`config.mk`:
```
export PLATFORM = sky130hd
export DESIGN_NAME = i2c_master_bit_engine
export DESIGN_NICKNAME = d
export VERILOG_FILES = /design/src/i2cbe_pkg.sv /design/src/i2c_master_bit_engine.sv /design/src/i2cbe_front.sv /design/src/i2cbe_fifo.sv /design/src/i2cbe_engine.sv
export SDC_FILE = /design/constraint.sdc
export NUM_CORES = 1
export LEC_CHECK = 0
export BUFFER_PORTS_ARGS = -buffer_cell sky130_fd_sc_hd__buf_2
export CORE_MARGIN = 1
export CORE_UTILIZATION = 55
export DETAILED_ROUTE_END_ITERATION = 6
export HOLD_SLACK_MARGIN = 0.05
export PLACE_DENSITY = 0.85
export SYNTH_ARGS = -nofsm -noshare
export SYNTH_HDL_FRONTEND = slang
export SYNTH_SLANG_ARGS = --single-unit
```
`constraint.sdc`:
```
create_clock -name clk_i -period 5.5 [get_ports clk_i]
set_input_delay 1.1 -clock clk_i [delete_from_list [all_inputs] [get_ports clk_i]]
set_output_delay 1.1 -clock clk_i [all_outputs]
set_load 0.01 [all_outputs]
```
`src/i2cbe_pkg.sv`:
```
package i2cbe_pkg;

  typedef enum logic [2:0] {
    CmdNone  = 3'd0,
    CmdStart = 3'd1,
    CmdStop  = 3'd2,
    CmdWrite = 3'd3,
    CmdRead  = 3'd4
  } cmd_e;

  localparam int unsigned BitsPerByte = 8;
  localparam logic [7:0]  MsbMask     = 8'(1 << 7);

  // One classified bus tick.
  typedef struct packed {
    cmd_e       cmd;
    logic [7:0] tx_byte;
    logic       send_ack;
    logic       sda;
    logic       scl;
  } tick_t;

  // Line drive and status after one tick.
  typedef struct packed {
    logic       scl;
    logic       sda;
    logic       busy;
    logic       done;
    logic [7:0] rx_byte;
    logic       ack_seen;
  } result_t;

endpackage

```
`src/i2c_master_bit_engine.sv`:
```
// I2C master line engine.
// Input channel (in_valid_i/in_ready_o): one transfer is one bus tick with a
// command request (func_i: none, start, stop, write byte, read byte), the byte
// to write, the ack choice for a read and the sampled SDA and SCL levels.
// Output channel (out_valid_o/out_ready_i): exactly one result transfer per
// input tick, in order, with the SCL/SDA drive levels, busy, done, the last
// read byte and the ack seen on the last write.
// Requests made while a command runs are dropped; unused codes mean no request.
// A tick is written into the tick queue at its transfer; the sequencer then
// loads its result into the result register. Throughput: one tick per clock
// while results are taken; the line sequencer retires a queued tick per cycle.
// Reset clears the queue, returns the sequencer to idle with both lines
// released and clears the stored read byte and ack flag.
// When the receiver stalls the result register holds and the tick queue
// (QueueDepth entries) keeps taking ticks; in_ready_o drops once it is full.
module i2c_master_bit_engine import i2cbe_pkg::*; #(
  parameter int unsigned QueueDepth = 2
) (
  input  logic       clk_i,
  input  logic       rst_ni,
  input  logic       in_valid_i,
  output logic       in_ready_o,
  input  logic [2:0] func_i,
  input  logic [7:0] tx_byte_i,
  input  logic       send_ack_i,
  input  logic       sda_in_i,
  input  logic       scl_in_i,
  output logic       out_valid_o,
  input  logic       out_ready_i,
  output logic       scl_out_o,
  output logic       sda_out_o,
  output logic       busy_res_o,
  output logic       done_res_o,
  output logic [7:0] rx_byte_o,
  output logic       ack_seen_o
);

  tick_t   front_tick;
  tick_t   queue_tick;
  logic    queue_full;
  logic    queue_empty;
  logic    queue_pop;
  result_t res;

  // Front: classify the request code.
  i2cbe_front u_front (
    .func_i     (func_i),
    .tx_byte_i  (tx_byte_i),
    .send_ack_i (send_ack_i),
    .sda_in_i   (sda_in_i),
    .scl_in_i   (scl_in_i),
    .tick_o     (front_tick)
  );

  assign in_ready_o = !queue_full;

  // Tick queue decouples the input side from the sequencer.
  i2cbe_fifo #(
    .Depth (QueueDepth)
  ) u_queue (
    .clk_i   (clk_i),
    .rst_ni  (rst_ni),
    .push_i  (in_valid_i),
    .wdata_i (front_tick),
    .full_o  (queue_full),
    .pop_i   (queue_pop),
    .rdata_o (queue_tick),
    .empty_o (queue_empty)
  );

  // Back: line sequencer with its result register.
  i2cbe_engine u_engine (
    .clk_i        (clk_i),
    .rst_ni       (rst_ni),
    .tick_valid_i (!queue_empty),
    .tick_i       (queue_tick),
    .tick_pop_o   (queue_pop),
    .res_valid_o  (out_valid_o),
    .res_ready_i  (out_ready_i),
    .res_o        (res)
  );

  assign scl_out_o  = res.scl;
  assign sda_out_o  = res.sda;
  assign busy_res_o = res.busy;
  assign done_res_o = res.done;
  assign rx_byte_o  = res.rx_byte;
  assign ack_seen_o = res.ack_seen;

endmodule

```
`src/i2cbe_front.sv`:
```
module i2cbe_front import i2cbe_pkg::*; (
  input  logic [2:0] func_i,
  input  logic [7:0] tx_byte_i,
  input  logic       send_ack_i,
  input  logic       sda_in_i,
  input  logic       scl_in_i,
  output tick_t      tick_o
);

  cmd_e cmd;

  // Unused codes collapse to no request.
  always_comb begin
    unique case (func_i)
      CmdStart: cmd = CmdStart;
      CmdStop:  cmd = CmdStop;
      CmdWrite: cmd = CmdWrite;
      CmdRead:  cmd = CmdRead;
      default:  cmd = CmdNone;
    endcase
  end

  assign tick_o.cmd      = cmd;
  assign tick_o.tx_byte  = tx_byte_i;
  assign tick_o.send_ack = send_ack_i;
  assign tick_o.sda      = sda_in_i;
  assign tick_o.scl      = scl_in_i;

endmodule

```
`src/i2cbe_fifo.sv`:
```
module i2cbe_fifo import i2cbe_pkg::*; #(
  parameter int unsigned Depth = 2
) (
  input  logic  clk_i,
  input  logic  rst_ni,
  input  logic  push_i,
  input  tick_t wdata_i,
  output logic  full_o,
  input  logic  pop_i,
  output tick_t rdata_o,
  output logic  empty_o
);

  localparam int unsigned PtrW = (Depth > 1) ? $clog2(Depth) : 1;
  localparam int unsigned CntW = $clog2(Depth + 1);
  localparam logic [PtrW-1:0] LastPtr = PtrW'(Depth - 1);

  tick_t            mem_q [Depth];
  logic [PtrW-1:0]  wptr_q, wptr_d, rptr_q, rptr_d;
  logic [CntW-1:0]  cnt_q, cnt_d;
  logic             do_push, do_pop;

  assign full_o  = (cnt_q == CntW'(Depth));
  assign empty_o = (cnt_q == '0);
  assign do_push = push_i && !full_o;
  assign do_pop  = pop_i && !empty_o;
  assign rdata_o = mem_q[rptr_q];

  always_comb begin
    wptr_d = wptr_q;
    rptr_d = rptr_q;
    cnt_d  = cnt_q;
    if (do_push) begin
      wptr_d = (wptr_q == LastPtr) ? '0 : wptr_q + PtrW'(1);
    end
    if (do_pop) begin
      rptr_d = (rptr_q == LastPtr) ? '0 : rptr_q + PtrW'(1);
    end
    if (do_push && !do_pop) begin
      cnt_d = cnt_q + CntW'(1);
    end else if (do_pop && !do_push) begin
      cnt_d = cnt_q - CntW'(1);
    end
  end

  always_ff @(posedge clk_i or negedge rst_ni) begin
    if (!rst_ni) begin
      wptr_q <= '0;
      rptr_q <= '0;
      cnt_q  <= '0;
    end else begin
      wptr_q <= wptr_d;
      rptr_q <= rptr_d;
      cnt_q  <= cnt_d;
    end
  end

  always_ff @(posedge clk_i) begin
    if (do_push) begin
      mem_q[wptr_q] <= wdata_i;
    end
  end

endmodule

```
`src/i2cbe_engine.sv`:
```
module i2cbe_engine import i2cbe_pkg::*; (
  input  logic    clk_i,
  input  logic    rst_ni,
  input  logic    tick_valid_i,
  input  tick_t   tick_i,
  output logic    tick_pop_o,
  output logic    res_valid_o,
  input  logic    res_ready_i,
  output result_t res_o
);

  // Step codes per command.
  localparam logic [3:0] StSdaHi = 4'd0, StSclHi = 4'd1, StSdaLo = 4'd2;
  localparam logic [3:0] SpSdaLo = 4'd0, SpSclHi = 4'd1;
  localparam logic [3:0] WrData = 4'd0, WrSclHi = 4'd1, WrSclLo = 4'd2,
                         WrRel = 4'd3, WrAckHi = 4'd4;
  localparam logic [3:0] RdRel = 4'd0, RdSclHi = 4'd1, RdWait = 4'd2,
                         RdSample = 4'd3, RdSclLo = 4'd4, RdAckDrv = 4'd5,
                         RdAckHi = 4'd6, RdAckLo = 4'd7;

  cmd_e       cmd_q, cmd_d;
  logic [3:0] step_q, step_d;
  logic [3:0] bit_q, bit_d;
  logic [7:0] shift_q, shift_d;
  logic       ackc_q, ackc_d;
  logic       ackf_q, ackf_d;
  logic       scl_q, scl_d;
  logic       sda_q, sda_d;
  logic [7:0] rx_q, rx_d;
  logic       done;
  logic       res_valid_q;
  result_t    res_q, res_d;

  assign tick_pop_o = tick_valid_i && (!res_valid_q || res_ready_i);

  always_comb begin
    cmd_d   = cmd_q;
    step_d  = step_q;
    bit_d   = bit_q;
    shift_d = shift_q;
    ackc_d  = ackc_q;
    ackf_d  = ackf_q;
    scl_d   = scl_q;
    sda_d   = sda_q;
    rx_d    = rx_q;
    done    = 1'b0;

    // Latch a new request only when idle.
    if (cmd_q == CmdNone && tick_i.cmd != CmdNone) begin
      cmd_d  = tick_i.cmd;
      step_d = '0;
      bit_d  = '0;
      if (tick_i.cmd == CmdWrite) shift_d = tick_i.tx_byte;
      if (tick_i.cmd == CmdRead)  ackc_d  = tick_i.send_ack;
    end

    unique case (cmd_d)
      CmdNone: ;
      CmdStart: begin
        unique case (step_d)
          StSdaHi: begin sda_d = 1'b1; step_d = step_d + 4'd1; end
          StSclHi: begin scl_d = 1'b1; step_d = step_d + 4'd1; end
          StSdaLo: begin sda_d = 1'b0; step_d = step_d + 4'd1; end
          default: begin scl_d = 1'b0; done = 1'b1; end
        endcase
      end
      CmdStop: begin
        unique case (step_d)
          SpSdaLo: begin sda_d = 1'b0; step_d = step_d + 4'd1; end
          SpSclHi: begin scl_d = 1'b1; step_d = step_d + 4'd1; end
          default: begin sda_d = 1'b1; done = 1'b1; end
        endcase
      end
      CmdWrite: begin
        unique case (step_d)
          WrData: begin
            sda_d   = |(shift_d & MsbMask);
            shift_d = {shift_d[6:0], 1'b0};
            step_d  = WrSclHi;
          end
          WrSclHi: begin scl_d = 1'b1; step_d = WrSclLo; end
          WrSclLo: begin
            scl_d  = 1'b0;
            bit_d  = bit_d + 4'd1;
            step_d = (bit_d >= 4'(BitsPerByte)) ? WrRel : WrData;
          end
          WrRel:   begin sda_d = 1'b1; step_d = WrAckHi; end
          WrAckHi: begin scl_d = 1'b1; step_d = step_d + 4'd1; end
          default: begin
            ackf_d = !tick_i.sda;
            scl_d  = 1'b0;
            done   = 1'b1;
          end
        endcase
      end
      CmdRead: begin
        unique case (step_d)
          RdRel: begin
            sda_d   = 1'b1;
            shift_d = '0;
            bit_d   = '0;
            step_d  = RdSclHi;
          end
          RdSclHi: begin scl_d = 1'b1; step_d = RdWait; end
          RdWait: begin
            // Slave may stretch the clock; hold until SCL reads high.
            scl_d = 1'b1;
            if (tick_i.scl) step_d = RdSample;
          end
          RdSample: begin
            shift_d = {shift_d[6:0], tick_i.sda};
            step_d  = RdSclLo;
          end
          RdSclLo: begin
            scl_d  = 1'b0;
            bit_d  = bit_d + 4'd1;
            step_d = (bit_d >= 4'(BitsPerByte)) ? RdAckDrv : RdSclHi;
          end
          RdAckDrv: begin sda_d = !ackc_d; step_d = RdAckHi; end
          RdAckHi:  begin scl_d = 1'b1; step_d = RdAckLo; end
          RdAckLo:  begin scl_d = 1'b0; step_d = step_d + 4'd1; end
          default: begin
            sda_d = 1'b1;
            rx_d  = shift_d;
            done  = 1'b1;
          end
        endcase
      end
      default: begin
        cmd_d  = CmdNone;
        step_d = '0;
      end
    endcase

    if (done) begin
      cmd_d  = CmdNone;
      step_d = '0;
      bit_d  = '0;
    end

    res_d.scl      = scl_d;
    res_d.sda      = sda_d;
    res_d.busy     = (cmd_d != CmdNone);
    res_d.done     = done;
    res_d.rx_byte  = rx_d;
    res_d.ack_seen = ackf_d;
  end

  always_ff @(posedge clk_i or negedge rst_ni) begin
    if (!rst_ni) begin
      cmd_q       <= CmdNone;
      step_q      <= '0;
      bit_q       <= '0;
      shift_q     <= '0;
      ackc_q      <= 1'b0;
      ackf_q      <= 1'b0;
      scl_q       <= 1'b1;
      sda_q       <= 1'b1;
      rx_q        <= '0;
      res_valid_q <= 1'b0;
    end else begin
      if (tick_pop_o) begin
        cmd_q   <= cmd_d;
        step_q  <= step_d;
        bit_q   <= bit_d;
        shift_q <= shift_d;
        ackc_q  <= ackc_d;
        ackf_q  <= ackf_d;
        scl_q   <= scl_d;
        sda_q   <= sda_d;
        rx_q    <= rx_d;
        res_valid_q <= 1'b1;
      end else if (res_ready_i) begin
        res_valid_q <= 1'b0;
      end
    end
  end

  always_ff @(posedge clk_i) begin
    if (tick_pop_o) begin
      res_q <= res_d;
    end
  end

  assign res_valid_o = res_valid_q;
  assign res_o       = res_q;

endmodule

```
* After elaboration in Yosys (flattened, before gate mapping)
Memories as Yosys holds them, arrays and structs flattened.
Cells that the tools add are included.
** Operators by class
- Add/subtract/negate cells :: 6
- Eq/ne operators :: 18
- Muxes and demuxes :: 53
- Reduce and logical (&&, ||, !) cells :: 33
- Order comparisons :: 1
** Operator list (number)
- $mux 8 :: 5
- $pmux 4 s5 :: 2
- $mux 4 :: 8
- $pmux 4 s8 :: 1
- $pmux 8 s2 :: 2
- $eq 4x3->1 const B :: 4
- $pmux 4 s2 :: 2
- $eq 3x2->1 const B :: 5
- $mux 1 :: 15
- $pmux 1 s2 :: 7
- $mux 3 :: 4
- $pmux 1 s4 :: 3
- $pmux 3 s4 :: 1
- $reduce_or 2->1 :: 5
- $reduce_or 5->1 :: 2
- $eq 3x3->1 const B :: 3
- $add 4x1->4 const B :: 2
- $eq 4x2->1 const B :: 2
- $reduce_or 8->1 :: 1
- $logic_not 1->1 :: 7
- $eq 3x1->1 const B :: 2
- $logic_and 1x1->1 :: 6
- $logic_not 3->1 :: 2
- $mux 2 :: 3
- other kinds (13) :: 17
** Storage, ports and cells
- Input bits :: 18
- Word-level logic and storage cells :: 131
- RAM bits :: 28
- Memories :: 1
- Register bits after elaboration :: 49
- Output and inout bits :: 15
** Memory list
- u_queue.mem_q :: depth 2, bits a word 14, rd ports 1, clocked after memory_dff 0, write ports 1, line i2cbe_fifo.sv:18 : tick_t mem_q [Depth];

* Depth between registers and ports, before layout
Gate-level depths: netlist of the first run.
An unclocked memory read counts as a cell.
- Depth after elaboration :: 10
- Depth in mapped cells :: 15
- Mapped depth without buffers :: 12

* Hierarchy
From an unflattened synthesis of the first run, not the netlist that was laid out.
** Unflattened totals
- Cells, all modules :: 439
- Area total of the unflattened synthesis :: 4399.2 µm²
** By module, submodules not included
- i2cbe_engine :: cells an instance 360, sequential area each 1193.6 µm², area an instance 3019.1 µm², instances 1
- i2cbe_fifo :: cells an instance 63, sequential area each 940.9 µm², area an instance 1260.0 µm², instances 1
- i2cbe_front :: cells an instance 14, sequential area each 0.0 µm², area an instance 112.6 µm², instances 1
- i2c_master_bit_engine :: cells an instance 2, sequential area each 0.0 µm², area an instance 7.5 µm², instances 1

* Least setup slack after synthesis of the first run
Ideal clock, no wire load.
- Path kind :: register to register
- Start point :: memory u_queue.mem_q[0][11] (netlist bit)
- End point :: register u_engine.bit_q[3]
- Required time :: 5435 ps
- Buffers on the path :: 2
- Library setup time :: 65 ps
- Cell stages (with the launch flop) :: 15
- Slack :: 2282 ps
- Clock period less this slack :: 3218 ps
- Arrival time :: 3152 ps
- Cell sequence :: edfxtp_1 > or4_1 > clkbuf_1 > nand3_2 > nand2_1 > inv_1 > ha_1 > clkbuf_1 > nor3b_1 > a31o_2 > o21ai_1 > a211o_2 > nand2b_4 > o21ai_1 > a22o_1
** On the way
- Word-level cells in the longest chain between the ends :: 9
- Elaborated cells on any way between the ends :: 32
- Those cells by class :: add/sub: 1; eq/ne: 11; mux: 12; reduce/logical: 7; memory: 1
** Ends and longest elaborated chain
- start, declared :: line i2cbe_fifo.sv:18
- $mem_v2 2x14 *
- $reduce_bool 3->1 :: line i2cbe_engine.sv:49 : if (cmd_q == CmdNone && tick_i.cmd != CmdNone) begin
- $logic_and 1x1->1 :: line i2cbe_engine.sv:49
- $mux 4 :: line i2cbe_engine.sv:49
- $eq 4x1->1 (tied with other cells)
- $reduce_or 8->1 (no source line) (tied with other cells)
- $mux 1, on equally long branches
- $pmux 1 s4 * :: line i2cbe_engine.sv:57 : unique case (cmd_d)
- net u_engine.done :: line i2cbe_engine.sv:30 : logic done;
- $mux 4 * :: line i2cbe_engine.sv:135 : if (done) begin
- end signal, assigned :: line i2cbe_engine.sv:165 : bit_q <= bit_d;
- end, declared :: line i2cbe_engine.sv:23 : logic [3:0] bit_q, bit_d;
The timed path passes the listed nets; every way through them passes the cells marked *.
A chain may end at the register's enable or synchronous reset.

* Worst setup path after layout of the first run
- Start point :: register u_queue.rptr_q
- End point :: register u_engine.bit_q[3]
** On the way
- Word-level cells in the longest chain between the ends :: 9
- Elaborated cells on any way between the ends :: 32
- Those cells by class :: add/sub: 1; eq/ne: 11; mux: 12; reduce/logical: 7; memory: 1
** Ends and longest elaborated chain
- start, declared :: line i2cbe_fifo.sv:19 : logic [PtrW-1:0] wptr_q, wptr_d, rptr_q, rptr_d;
- start signal, assigned :: line i2cbe_fifo.sv:53 : rptr_q <= rptr_d;
- $mem_v2 2x14 *
- $reduce_bool 3->1 :: line i2cbe_engine.sv:49
- $logic_and 1x1->1 :: line i2cbe_engine.sv:49
- $mux 4 :: line i2cbe_engine.sv:49
- $eq 4x1->1 (tied with other cells)
- $reduce_or 8->1 (no source line) (tied with other cells)
- $mux 1, on equally long branches
- $pmux 1 s4 * :: line i2cbe_engine.sv:57
- net u_engine.done :: line i2cbe_engine.sv:30
- $mux 4 * :: line i2cbe_engine.sv:135
Marked as above.

==> impl_metrics.yaml, run 1 <==
route:
  vias: 3418
  routed_wl_um: 10000
  post_drt_wl_per_cell_um: 18.2
  drt_iter0_drc: 227
  post_drt_via_cell_ratio: 6.21
  drtPass1Iterations: 7
  drt_drc_violations_left: 1
  ant_nets: 0
clock_network:
  clock-sinks: 77
  postCtsSetupBuffers: 0
  path_clk_slew_ns: 0.08
  clockBufferDepth: 2
  clk_latency_ns: 0.35
  cts_buffers: 9
  cts_root_buf: "clkbuf_8"
  cts_resized: 0
  ctsHoldBuffers: 0
  htreeDepth: 3
  tritoncts: "built"
global_routing:
  first_global_vias: 3349
  grtUsageTotal_pct: 25.8
  overflow: 0
  grt_pass1_wl_um: 16500
  grt_max_degree: 42
  antenna_found_initial: 0
synthesis:
  synthTopCellsByArea: "edfxtp_1, dfrtp_1, nand2_1, mux2_2, o21ai_0"
  yosys.area.top_type: "edfxtp_1"
  synth_top_cell_area_share_pct: 28.4
  synth_nets: 447
  syn_area_um2: 4340
  synth_warnings: 0
  seq_area_frac_synth_pct: 49.2
  syn_inst: 424
  synth_cell_types: 70
  synth-edff-count: 41
  avgSynthCellArea_um2: 10.2
  ys_ff_latch: 77
  synth_ff_type: "edfxtp_1"
  synthArstFlopShare_pct: 46.8
layout:
  drive_above_1_share_pct: 20.1
  syn2layout_area_growth_pct: 7.99
  final_cell_area_um2: 4680
  nNetsFinal: 466
  instances_no_fill: 550
  register_area_um2: 2130
  multiInputGateArea_um2: 2020
  antennaDiodeCount: 0
  nFillCells: 653
critical_path:
  cp_data_arrival_time_ns: 4.54
  cp_cell_sequence: "or4b_1 > nand3_2 > nand2_1 > ha_1 > nor2_1 > nand2_1 > a221oi_1 > a211o_2 > nand2b_4 > o21ai_1 > a22o_1"
  cp-end-kind: "flip-flop"
  crit_family: "simple AND/OR/NAND/NOR gates"
  start_kind: "flip-flop"
  required_ns: 5.74
  max_stage_delay_ns: 1.07
  cp.buffers_inverters: 0
  cpMaxStageDelayCell: "dfrtp_1"
  cp_common_cell: "nand2_1"
  cp_max_fo: 29
  crit_type: "flip-flop to flip-flop"
floorplan:
  rows: 32
  start_util_pct: 56.4
  dieHeight_um: 90.8
  die_w_um: 90.8
  dieArea_um2: 8240
  ios: 33
  core_area_um2: 7690
timing:
  setup_viol: 0
  tns_ns: 0
  min_period_ns: 4.30
  finalHoldViolations: 0
  fmax_mhz: 233
  slew_viol_final: 0
  period_share_pct: 78.1
  whs_ns: 0.474
  tightest_slew_ns: 1.09
  rsz0062_at_grt: "no"
  worst_slack_ns: 1.20
  skew_ns: 0.00808
  max-slew-margin-rel_pct: 26.9
placed_design:
  dp_cells: 534
  pre_cts_slack_ns: 1.27
  hpwl_um: 6820
  dpl_cell_area_um2: 4520
  gp_congestion: 0.961
  io_buffers: 32
hold_path:
  hp-class: "flip-flop to flip-flop"
status:
  status: "finished with violations"
  violations: "DRC"
power:
  power_density_nw_per_um2: 540
  p_leak_nw: 1.90
  ir_drop_v: 0.000389
job:
  maxCapViolCount: 0
path summary, 6_finish.rpt:
check                           cells past startpoint            endpoint  slack, ns             start
worst max-delay path                               11   u_engine.bit_q[3]       1.20    u_queue.rptr_q
worst min-delay path                                2    u_engine.rx_q[5]       0.47  u_engine.rx_q[5]
worst max register to register                     11   u_engine.bit_q[3]       1.20    u_queue.rptr_q
worst min register to register                      2    u_engine.rx_q[5]       0.47  u_engine.rx_q[5]
max in group asynchronous                           1   u_engine.cmd_q[0]       4.06            rst_ni
min in group asynchronous                           1  u_engine.step_q[0]       0.86            rst_ni
worst reg2reg max path, delay by kind of cell, from the launching register on:
| family | cells | cell delay, ns |
|---|---|---|
| simple gates | 6 | 1.58 |
| compound gates | 4 | 1.12 |
| flops | 1 | 1.07 |
| fa+ha+maj | 1 | 0.42 |
Yosys cell counts, drive strengths merged (3+ instances only):
library cell,number
ha,5
edfxtp,41
xnor2,3
nor4b,5
a21o,5
a21oi,17
mux2,20
o31a,4
clkbuf,14
mux2i,9
nand2,68
a31oi,10
inv,17
nor4,3
nor4bb,3
nand2b,6
a2bb2oi,8
xor2,3
nand3,9
nor2b,5
o31ai,8
o21ai,39
or2,3
nor3,9
a22o,5
buf,11
nor2,23
dfrtp,34
where the power goes:
group          switching (mW)  internal, mW  total [mW]
Sequential              0.154         0.803       0.958
Clock                   0.208         0.165       0.373
Combinational           0.737         0.463        1.20
state kept, by name, indices dropped and copies added (netlist names):
| name | cells |
|---|---|
| u_engine.bit_q | 4 |
| u_engine.res_valid_o | 1 |
| u_engine.scl_q | 1 |
| u_engine.cmd_q | 3 |
| u_queue.mem_q | 28 |
| u_engine.sda_q | 1 |
| u_engine.shift_q | 8 |
| u_engine.ackc_q | 1 |
| u_queue.wptr_q | 1 |
| u_engine.res_o | 13 |
| u_engine.ackf_q | 1 |
| u_queue.cnt_q | 2 |
| u_engine.rx_q | 8 |
| u_queue.rptr_q | 1 |
| u_engine.step_q | 4 |
area by class of cell:
cell class                 count  share of cell area [%]
clock buffer                  11                    2.81
clock inverter                 5                   0.748
inverter                      17                    1.36
multi-input combinational    305                    43.2
sequential                    77                    45.6
tap                          102                    2.73
timing repair buffer          33                    3.58
logic make-up (layout without fill, tap and decap cells):
| kind of cell | after synthesis | in the layout | share of synthesized area, % |
|---|---|---|---|
| simple gates | 147 | 147 | 18.0 |
| compound gates | 118 | 118 | 18.6 |
| flops | 77 | 77 | 49.2 |
| buf+inv | 42 | 66 | 4.21 |
| mux | 29 | 29 | 7.36 |
| xor+xnor | 6 | 6 | 1.21 |
| fa+ha+maj | 5 | 5 | 1.44 |
cell usage in the layout (no fill, tap or decap), types with 3 or more instances in the layout:
cell	n
inv_1	17
o31ai_1	6
nor2_1	22
nor3_1	6
mux2_2	19
a21oi_1	16
dfrtp_1	34
clkbuf_8	9
o31a_1	4
a22o_1	5
o21ai_0	31
nor2b_1	5
edfxtp_1	41
mux2i_1	9
nand2b_1	5
a2bb2oi_1	8
nor4bb_1	3
xor2_1	3
ha_1	5
nand2_1	67
nor4b_1	4
or2_2	3
buf_2	32
o21ai_1	6
nand3_1	8
a31oi_1	9
xnor2_1	3
a21o_1	5
per-layer routing:
layer | routed length, µm | vias up | part of all wire [%] | GRT usage [%]
met3 | 557 | 31 | 5.6 | 5.30
met4 | 352 | 0 | 3.5 | 13.0
met1 | 4240 | 1656 | 42 | 32.1
met2 | 4860 | 129 | 49 | 42.7
met5 | 0 | - | 0 | 0
li1 | - | 1602 | - | -
stage by stage:
step	util [%]	total power, mW
global placement	58.7	2.12
detailed placement	58.7	2.14
finish	60.9	2.53
floorplan	-	1.85
CTS	60.9	2.52
global route	60.9	2.69
No activity file was read; power rests on OpenSTA's default activity.
==> run 2: changes to the inputs <==
--- a/config.mk
+++ b/config.mk
@@ -7,10 +7,10 @@
 export LEC_CHECK = 0
 export BUFFER_PORTS_ARGS = -buffer_cell sky130_fd_sc_hd__buf_2
 export CORE_MARGIN = 1
-export CORE_UTILIZATION = 55
+export CORE_UTILIZATION = 54
 export DETAILED_ROUTE_END_ITERATION = 6
 export HOLD_SLACK_MARGIN = 0.05
-export PLACE_DENSITY = 0.85
+export PLACE_DENSITY = 0.87
 export SYNTH_ARGS = -nofsm -noshare
 export SYNTH_HDL_FRONTEND = slang
 export SYNTH_SLANG_ARGS = --single-unit
==> constraint.sdc (replaced) <==
create_clock -name clk_i -period 3.8 [get_ports clk_i]
set_input_delay 0.76 -clock clk_i [delete_from_list [all_inputs] [get_ports clk_i]]
set_output_delay 0.76 -clock clk_i [all_outputs]
set_load 0.01 [all_outputs]
==> impl_metrics.yaml, run 2 (synthesis gave the netlist of run 1 again) <==
route:
  routed_wl_um: 10100
  wl_met1_um: 4150
  post_drt_wl_per_cell_um: 17.9
  post_drt_via_cell_ratio: 6.17
  vias: 3479
  wl_met2_um: 5030
  drtPass1Iterations: 7
  ant_nets: 0
  drt_iter0_drc: 304
  top_layer_used: "met4"
  wl_met3_um: 641
  drt_drc_violations_left: 0
timing:
  max-slew-margin-rel_pct: 24.4
  period_share_pct: 92.6
  tightest_slew_ns: 1.13
  min_period_ns: 3.52
  tns_ns: 0
  slew_viol_final: 0
  finalHoldViolations: 0
  fmax_mhz: 284
  skew_ns: 0.0168
  rsz0062_at_grt: "no"
  setup_viol: 0
power:
  p_switching_mw: 1.65
  ir_drop_v: 0.000607
  pwr-share-seq_pct: 34.8
  power_density_nw_per_um2: 798
  clockPowerShare_pct: 16.9
  sw_frac_of_total_pct: 42.8
  p_leak_nw: 1.98
  comb_power_share_pct: 48.3
  p_int_mw: 2.20
floorplan:
  dieHeight_um: 91.6
  core_area_um2: 7730
  die_w_um: 91.6
  rows: 32
  dieArea_um2: 8390
  ios: 33
  start_util_pct: 56.1
clock_network:
  clock-sinks: 77
  clockBufferDepth: 2
  path_clk_slew_ns: 0.09
  postCtsSetupBuffers: 0
  cts_buffers: 9
  tritoncts: "built"
  clk_latency_ns: 0.36
  cts_resized: 0
  ctsHoldBuffers: 0
  cts_root_buf: "clkbuf_8"
  htreeDepth: 3
layout:
  largest_reg_flops: 28
  final_cell_area_um2: 4820
  final_cell_mix: "nand2_1, edfxtp_1, dfrtp_1"
  nFillCells: 601
  antennaDiodeCount: 0
  syn2layout_area_growth_pct: 11.3
  largest-register: "u_queue.mem_q"
  nNetsFinal: 480
  layout_commonest_cell: "nand2_1"
  drive_above_1_share_pct: 22.9
placed_design:
  hpwl_um: 7230
  io_buffers: 32
  gp_congestion: 1.02
  dpl_cell_area_um2: 4620
critical_path:
  start_kind: "flip-flop"
  max_stage_delay_ns: 0.68
  cp_max_fo: 10
  required_ns: 4.10
  cp-end-kind: "flip-flop"
  cpMaxStageDelayCell: "or4b_1"
  crit_type: "flip-flop to flip-flop"
  cp_cell_sequence: "or4b_1 > nand3_2 > nand2_1 > inv_1 > ha_1 > nor4b_1 > a31o_2 > o21ai_1 > a211o_2 > nand2b_4 > o21ai_1 > and2_1"
  cp_common_cell: "o21ai_1"
  cp_data_arrival_time_ns: 3.82
global_routing:
  overflow: 0
  first_global_vias: 3378
  grtUsageTotal_pct: 25.6
  grt_pass1_wl_um: 16500
  antenna_found_initial: 0
  grt_max_degree: 41
status:
  status: "completed"
hold_path:
  hp-class: "flip-flop to flip-flop"
job:
  maxCapViolCount: 0
[run 2: changes by cell type in the layout (fill, tap and decap cells not counted), sizes merged]
cell,previous run,this run
inv,18,21
clkinv,3,1
clkbuf,11,9
bufinv,0,1
buf,33,47
[run 2: power groups by stage]
stage                     Sequential, mW  Clock [mW]  Combinational, mW
after floorplan                     1.31           0               1.38
after global placement              1.34           0               1.80
after CTS                           1.34       0.652               1.84
after global routing                1.37       0.683               2.02
final                               1.34       0.650               1.86
after detailed placement            1.35           0               1.83
[run 2: per-layer routing]
layer  GRT usage (%)  vias to the layer above
met5               0                        -
met4            12.2                        0
met3            4.27                       35
met2            43.3                      164
met1            31.7                     1648
li1                -                     1632
[run 2: per-stage QoR]
step | power, mW | instances | hold slack, ns | setup slack, ns | util [%]
floorplan | 2.68 | 424 | 0.440 | 0.582 | -
global placement | 3.14 | 548 | 0.453 | 0.476 | 59.8
detailed placement | 3.18 | 548 | 0.459 | 0.365 | 59.8
CTS | 3.83 | 564 | 0.484 | 0.331 | 62.4
global route | 4.07 | 564 | 0.497 | 0.0641 | 62.4
finish | 3.85 | 564 | 0.480 | 0.280 | 62.4
[run 2: worst paths after layout]
check | startpoint | to | slack [ns] | cells past startpoint
worst max-delay path | u_queue.mem_q[1][11] | u_engine.bit_q[1] | 0.28 | 12
worst min-delay path | u_engine.rx_q[6] | u_engine.rx_q[6] | 0.48 | 2
worst max register to register | u_queue.mem_q[1][11] | u_engine.bit_q[1] | 0.28 | 12
worst min register to register | u_engine.rx_q[6] | u_engine.rx_q[6] | 0.48 | 2
max in group asynchronous | rst_ni | u_engine.ackc_q | 2.76 | 1
min in group asynchronous | rst_ni | u_engine.step_q[3] | 0.49 | 1
[run 2: area by class of cell]
| class | count | area, µm² | area share, % |
|---|---|---|---|
| sequential | 77 | 2130 | 44.2 |
| multi-input combinational | 305 | 2020 | 41.9 |
| timing repair buffer | 47 | 273 | 5.65 |
| tap | 102 | 128 | 2.65 |
| clock buffer | 9 | 124 | 2.57 |
| clock inverter | 7 | 80.1 | 1.66 |
| inverter | 17 | 63.8 | 1.32 |
[run 2: critical path, delay by kind of cell, from the launching register on]
| family | cells | cell delay (ns) |
|---|---|---|
| and+or+nand+nor | 6 | 1.77 |
| AOI/OAI and AO/OA | 4 | 0.88 |
| DFF | 1 | 0.51 |
| buffers and inverters | 1 | 0.13 |
| adders and majority gates | 1 | 0.19 |
